==> config.mk <==
export PLATFORM = sky130hd
export DESIGN_NAME = ctp_isqrt
export DESIGN_NICKNAME = d
export VERILOG_FILES = /design/src/hdl/ctp_isqrt.sv
export SDC_FILE = /design/constraint.sdc
export NUM_CORES = 2
export LEC_CHECK = 0
export BUFFER_PORTS_ARGS = -buffer_cell sky130_fd_sc_hd__buf_2
export CAP_MARGIN = 20
export CORE_UTILIZATION = 45
export CTS_CLUSTER_SIZE = 16
export DETAILED_ROUTE_END_ITERATION = 16
export PLACE_DENSITY = 0.7
export SYNTH_ARGS = -nofsm -noshare
export SYNTH_HDL_FRONTEND = slang
export SYNTH_MEMORY_MAX_BITS = 65536
export SYNTH_SLANG_ARGS = --single-unit
==> constraint.sdc <==
create_clock -name clock -period 5.4 [get_ports clock]
set_clock_uncertainty 0.15 [all_clocks]
set_input_delay 1.62 -clock clock [delete_from_list [all_inputs] [get_ports clock]]
set_output_delay 1.62 -clock clock [all_outputs]
set_load 0.02 [all_outputs]
==> src/hdl/ctp_isqrt.sv <==
// ----------------------------------------------------------------------------
// ctp_isqrt
// Pipelined integer square root, one root bit per stage. The side vector
// travels with each radicand.
// ----------------------------------------------------------------------------
module ctp_isqrt #(
   parameter int RW = 33,
   parameter int SW = 8
) (
   input  logic            clock,
   input  logic            reset,
   input  logic            advance,
   input  logic            in_valid,
   input  logic [2*RW-1:0] in_rad,
   input  logic [SW-1:0]   in_side,
   output logic            out_valid,
   output logic [RW-1:0]   out_root,
   output logic [SW-1:0]   out_side
);

   logic            vld_ff  [RW];
   logic [RW:0]     rem_ff  [RW];
   logic [RW-1:0]   root_ff [RW];
   logic [2*RW-1:0] rad_ff  [RW];
   logic [SW-1:0]   side_ff [RW];

   for (genvar k = 0; k < RW; k++) begin : g_step
      logic            vld_i;
      logic [RW:0]     rem_i;
      logic [RW-1:0]   root_i;
      logic [2*RW-1:0] rad_i;
      logic [SW-1:0]   side_i;
      logic [RW+2:0]   cur;
      logic [RW+3:0]   diff;
      logic            ge;

      if (k == 0) begin : g_first
         assign vld_i  = in_valid;
         assign rem_i  = '0;
         assign root_i = '0;
         assign rad_i  = in_rad;
         assign side_i = in_side;
      end else begin : g_next
         assign vld_i  = vld_ff[k-1];
         assign rem_i  = rem_ff[k-1];
         assign root_i = root_ff[k-1];
         assign rad_i  = rad_ff[k-1];
         assign side_i = side_ff[k-1];
      end

      // bring down two radicand bits and try root*4+1
      assign cur  = {rem_i, rad_i[2*RW-1 -: 2]};
      assign diff = {1'b0, cur} - {2'b00, root_i, 2'b01};
      assign ge   = !diff[RW+3];

      always_ff @(posedge clock) begin
         if (reset) begin
            vld_ff[k] <= 1'b0;
         end else if (advance) begin
            vld_ff[k] <= vld_i;
         end
      end

      always_ff @(posedge clock) begin
         if (advance) begin
            rem_ff[k]  <= ge ? diff[RW:0] : cur[RW:0];
            root_ff[k] <= {root_i[RW-2:0], ge};
            rad_ff[k]  <= rad_i << 2;
            side_ff[k] <= side_i;
         end
      end
   end

   assign out_valid = vld_ff[RW-1];
   assign out_root  = root_ff[RW-1];
   assign out_side  = side_ff[RW-1];

endmodule

# Word level (Yosys, flattened, before mapping)
# Memory sizes are Yosys's and may differ from the RTL's.
# Cells that the tools add are included.
dict set report word_totals {
  ramBits 4620
  elab_cells 176
  ff_bits 0
  n_memories 5
}
dict set report op_classes {
  n_bitwise 33
  n_addsub 33
  reduce_logical 33
  mux 72
}
# name depth word_bits read_ports rd_clocked_by_memory_dff wr line
set mem_list {}
lappend mem_list {rad_ff 33 64 32 0 33 24} ;# logic [2*RW-1:0] rad_ff [RW];
lappend mem_list {rem_ff 33 34 32 0 33 22} ;# logic [RW:0] rem_ff [RW];
lappend mem_list {root_ff 33 33 33 0 33 23} ;# logic [RW-1:0] root_ff [RW];
lappend mem_list {side_ff 33 8 33 0 33 25} ;# logic [SW-1:0] side_ff [RW];
lappend mem_list {vld_ff 33 1 33 0 33 21} ;# logic vld_ff [RW];
# op n
set op_table {}
lappend op_table {{$sub A36 B35 Y37} 32}
lappend op_table {{$mux W34} 33}
lappend op_table {{$mux W1} 39}
lappend op_table {{$logic_not A1 Y1} 33}
lappend op_table {{$or A1 B1 Y1} 33}
lappend op_table {{$sub A2 B1 Y3 const B} 1}

# Longest topological paths before layout
dict set report depth {
  ltp_word 4
  ltp_mapped 14
}

# Worst setup path after synthesis
# OpenSTA, ideal clock, no wires.
dict set report synth_timing {
  path_kind {reg-to-reg}
  from {memory rem_ff[0][861] (netlist name)}
  to {memory rem_ff[0][909] (netlist name) (data pin)}
  path_stages_with_launch 13
  setup_slack_ns 1.470
  required_time_ns 4.980
  t_arrival_ns 3.510
  path_buffers 2
  cell_sequence {edfxtp_1 ha_1 a21oi_1 o21ai_0 a221o_1 a21o_1 a41o_1 a221o_1 o311a_1 nor4_1 clkbuf_1 buf_1 o21ai_0}
}
# item line
set synth_lines {}
lappend synth_lines {{start, declared} 22}

==> out/qor.csv <==
stage,metric,value,unit
run_status,outcome,completed,
yosys,synthMuxAreaShare,1.03,%
floorplanning,start_util,45.2,%
layout,fin_nets,10600,
flow_run,max_cap_viol_count,0,
setup_path,cp-end-kind,flop,
cts,htree_levels,5,
global_routing,antenna_found_initial,1,
detailed_routing,routed_wl,250,mm
cts,clk_pin_slew,0.06,ns
yosys,async_reset_ff_share,0,%
timing,relSlewSlack,20.2,%
layout,nFillCells,23900,
yosys,synth-seq-cells,2942,
floorplanning,ios,120,
cts,numCtsBuffers,310,
detailed_routing,first_pass_iters,9,
global_routing,grt_pass1_wl,400,mm
timing,fmax,0.221,GHz
detailed_routing,drc_errors,0,
setup_path,start_kind,flop,
yosys,synth_compound_area_share,8.94,%
power_and_ir_drop,p_leak,55.5,nW
timing,whs,0.237,ns
cts,tritoncts,done,
setup_path,worstPathRequired,5.88,ns
yosys,synth_cell_types,91,
global_routing,grt_max_degree,129,
timing,slew_viol_final,0,
setup_path,path_depth,12,
layout,area_growth,12.5,%
timing,setup_tns,0,ns
global_routing,grt_usage,16.9,%
cts,cts_sinks,2942,
timing,fin_crit,4.53,ns
setup_path,crit_start,rem_ff[0][1041],
power_and_ir_drop,peakVddDrop,0.000367,V
floorplanning,fp.dieW,540,um
yosys,yosysTopAreaCellShare,67.8,%
floorplanning,dieArea,292000,um2
setup_path,r2r_start,rem_ff[0][1041],
floorplanning,fp.coreArea,288000,um2
yosys,postSynthNetCount,10200,
setup_path,arrival,5.01,ns
timing,hold_viol_final,0,
setup_path,slowest_delay,0.64,ns
yosys,synth_cells,9560,
power_and_ir_drop,power.density,434,nW/um2
setup_path,cp_max_fo,31,
detailed_routing,drt_iter0_drc,5378,
yosys,netlist_top_cells_area,"edfxtp_1 (68%), ha_1 (5.4%), xnor2_1 (2.8%)",
setup_path,cp_top_family,compound AO/OA/AOI/OAI gates,
cts,insertion_delay,0.90,ns
min_path,hp-class,reg -> reg,
yosys,synth-edff-count,2942,
placement,place_hpwl,176,mm
floorplanning,rows,197,
min_path,min_path_cells,0,
placement,place.gp.congestion,0.920,
yosys,yosys_warnings,0,
cts,post_cts_buffers,0,
yosys,yosys.area_share.simple,8.70,%
yosys,yosysSeqAreaShare,67.8,%
setup_path,r2r_cells,12,
cts,cts_root_buf,clkbuf_16,
yosys,synth_area,130000,um2
timing,period_share,84.0,%
yosys,yosys.area.top_type,edfxtp_1,
yosys,synth.avg_cell_area,13.6,um2
detailed_routing,avgRoutedWirePerCell,17.9,um
setup_path,timing.critical_path.buf_inv,2,
timing,rsz0062_at_grt,no,
detailed_routing,drt-vias-per-instance,5.34,
min_path,min-delay-start,rad_ff[0][1651],
global_routing,grt_overflow,0,
yosys,synth_top_family_by_area,compound AO/OA/AOI/OAI gates,
cts,post_cts_resized,0,
yosys,ys.flop_type,edfxtp_1,
timing,tightest_slew,1.19,ns
detailed_routing,ant_nets,0,
yosys,synth_xor_area_share,5.62,%
setup_path,critPathSlowestCell,a2111oi_0,
layout,drive_gt1_share,8.51,%
global_routing,grt_pass1_vias,75000,
detailed_routing,num_vias,74700,
cts,cts_hold_buffers,0,
timing,setup_viol,0,
placement,port_buffers,119,
floorplanning,die-height,540,um
yosys,synth_fa_ha_area_share,5.37,%
cts,clk_path_buf_depth,4,
setup_path,critical_path.cell_chain,ha_1 > a21oi_1 > o21ai_0 > or2_2 > a2111oi_0 > buf_4 > o311ai_0 > and3_1 > o21a_1 > nor2_4 > buf_4 > o21ai_0,
setup_path,crit_type,reg -> reg,
per-stage QoR:
stage	setup WS, ns	power (mW)	cell area [um2]	utilization (%)	instances
floorplan	1.47	39.2	130000	-	9560
global placement	0.950	42.7	137000	47.4	13400
detailed placement	0.920	43.0	137000	47.4	13400
CTS	0.875	64.3	147000	50.9	14000
global route	0.559	66.8	147000	50.9	14000
finish	0.866	63.7	147000	50.9	14000
final timing paths:
check	slack, ns	to
setup / recovery	0.87	rem_ff[0][1062]
hold reg to reg	0.24	rad_ff[0][1717]
hold / removal	0.24	rad_ff[0][1717]
setup reg to reg	0.87	rem_ff[0][1062]
placed cells by master, fill, tap and decap left out, types with 51 or more instances in the layout:
master     synthesis  final
or4_1             51     51
nand4_1           68     68
nand2_1          687    687
or3_1            100    100
clkinv_1           0     60
a21oi_1          545    544
xnor2_1          421    421
nor2_1           535    531
edfxtp_1        2942   2942
nand3_1          131    131
xor2_1           416    416
ha_1             560    560
clkbuf_16          0    317
nor2b_1           93     92
clkbuf_1         152     66
and2_1            61     61
a21o_1           240    240
o31ai_1           69     68
o21a_1           113    113
buf_2              2    118
mux2_2           103    103
nor3_1           228    227
nor4_1            80     79
buf_4              0    110
nand2b_1         117    117
inv_1            722    722
o21ai_0          521    521
Yosys cell counts, types with 10 or more instances:
cell type,count
a2111oi_0,15
a211o_1,17
a211oi_1,48
a21boi_0,18
a21o_1,240
a21oi_1,545
a221oi_1,12
a31oi_1,44
a41o_1,11
and2_1,61
and3_1,47
and4_1,11
buf_1,13
clkbuf_1,152
edfxtp_1,2942
ha_1,560
inv_1,722
mux2_2,103
mux2i_1,17
nand2_1,687
nand2b_1,117
nand3_1,131
nand3b_1,22
nand4_1,68
nand4b_1,10
nor2_1,535
nor2b_1,93
nor3_1,228
nor3b_1,19
nor4_1,80
o2111ai_1,13
o211ai_1,31
o21a_1,113
o21ai_0,521
o21bai_1,50
o22ai_1,12
o31a_1,18
o31ai_1,69
o41ai_1,12
or2_2,32
or3_1,100
or4_1,51
xnor2_1,421
xor2_1,416
power breakdown:
| part | switching [mW] | internal, mW | total (mW) |
|---|---|---|---|
| Sequential | 1.75 | 28.7 | 30.5 |
| Combinational | 7.00 | 5.18 | 12.2 |
| Clock | 8.64 | 12.4 | 21.1 |
| Total | 17.4 | 46.3 | 63.7 |
area by class of cell:
cell class	count	area, um2	area share (%)
Timing Repair Buffer	261	2080	1.42
Clock buffer	383	8180	5.58
Inverter	725	2720	1.86
Tap cell	3781	4730	3.23
Clock inverter	170	1840	1.25
Multi-Input combinational cell	5725	38700	26.4
Sequential cell	2942	88300	60.2
Antenna cell	2	5.00	0.00341
kinds of logic (layout without fill, tap and decap cells):
| logic type | after synthesis | count (layout) |
|---|---|---|
| flops | 2942 | 2942 |
| simple gates | 2329 | 2329 |
| compound gates | 1877 | 1877 |
| buf+inv | 893 | 1539 |
| xor+xnor | 837 | 837 |
| fa+ha+maj | 560 | 560 |
| mux | 121 | 121 |
| other cells | 1 | 3 |
registers in the layout, summed over array words and instances (netlist names):
name,cells
rad_ff,1056
rem_ff,1028
root_ff,561
side_ff,264
vld_ff,33
routing by layer:
metal  wire length (um)  global-route usage (%)  vias to the layer above
li1                   -                       -                    36300
met1             104000                    20.8                    36100
met2             125000                    29.7                     1773
met3               9290                    2.08                      631
met4              11500                    7.75                        0
met5                  0                       0                        -
(Power assumes the default switching activity.)
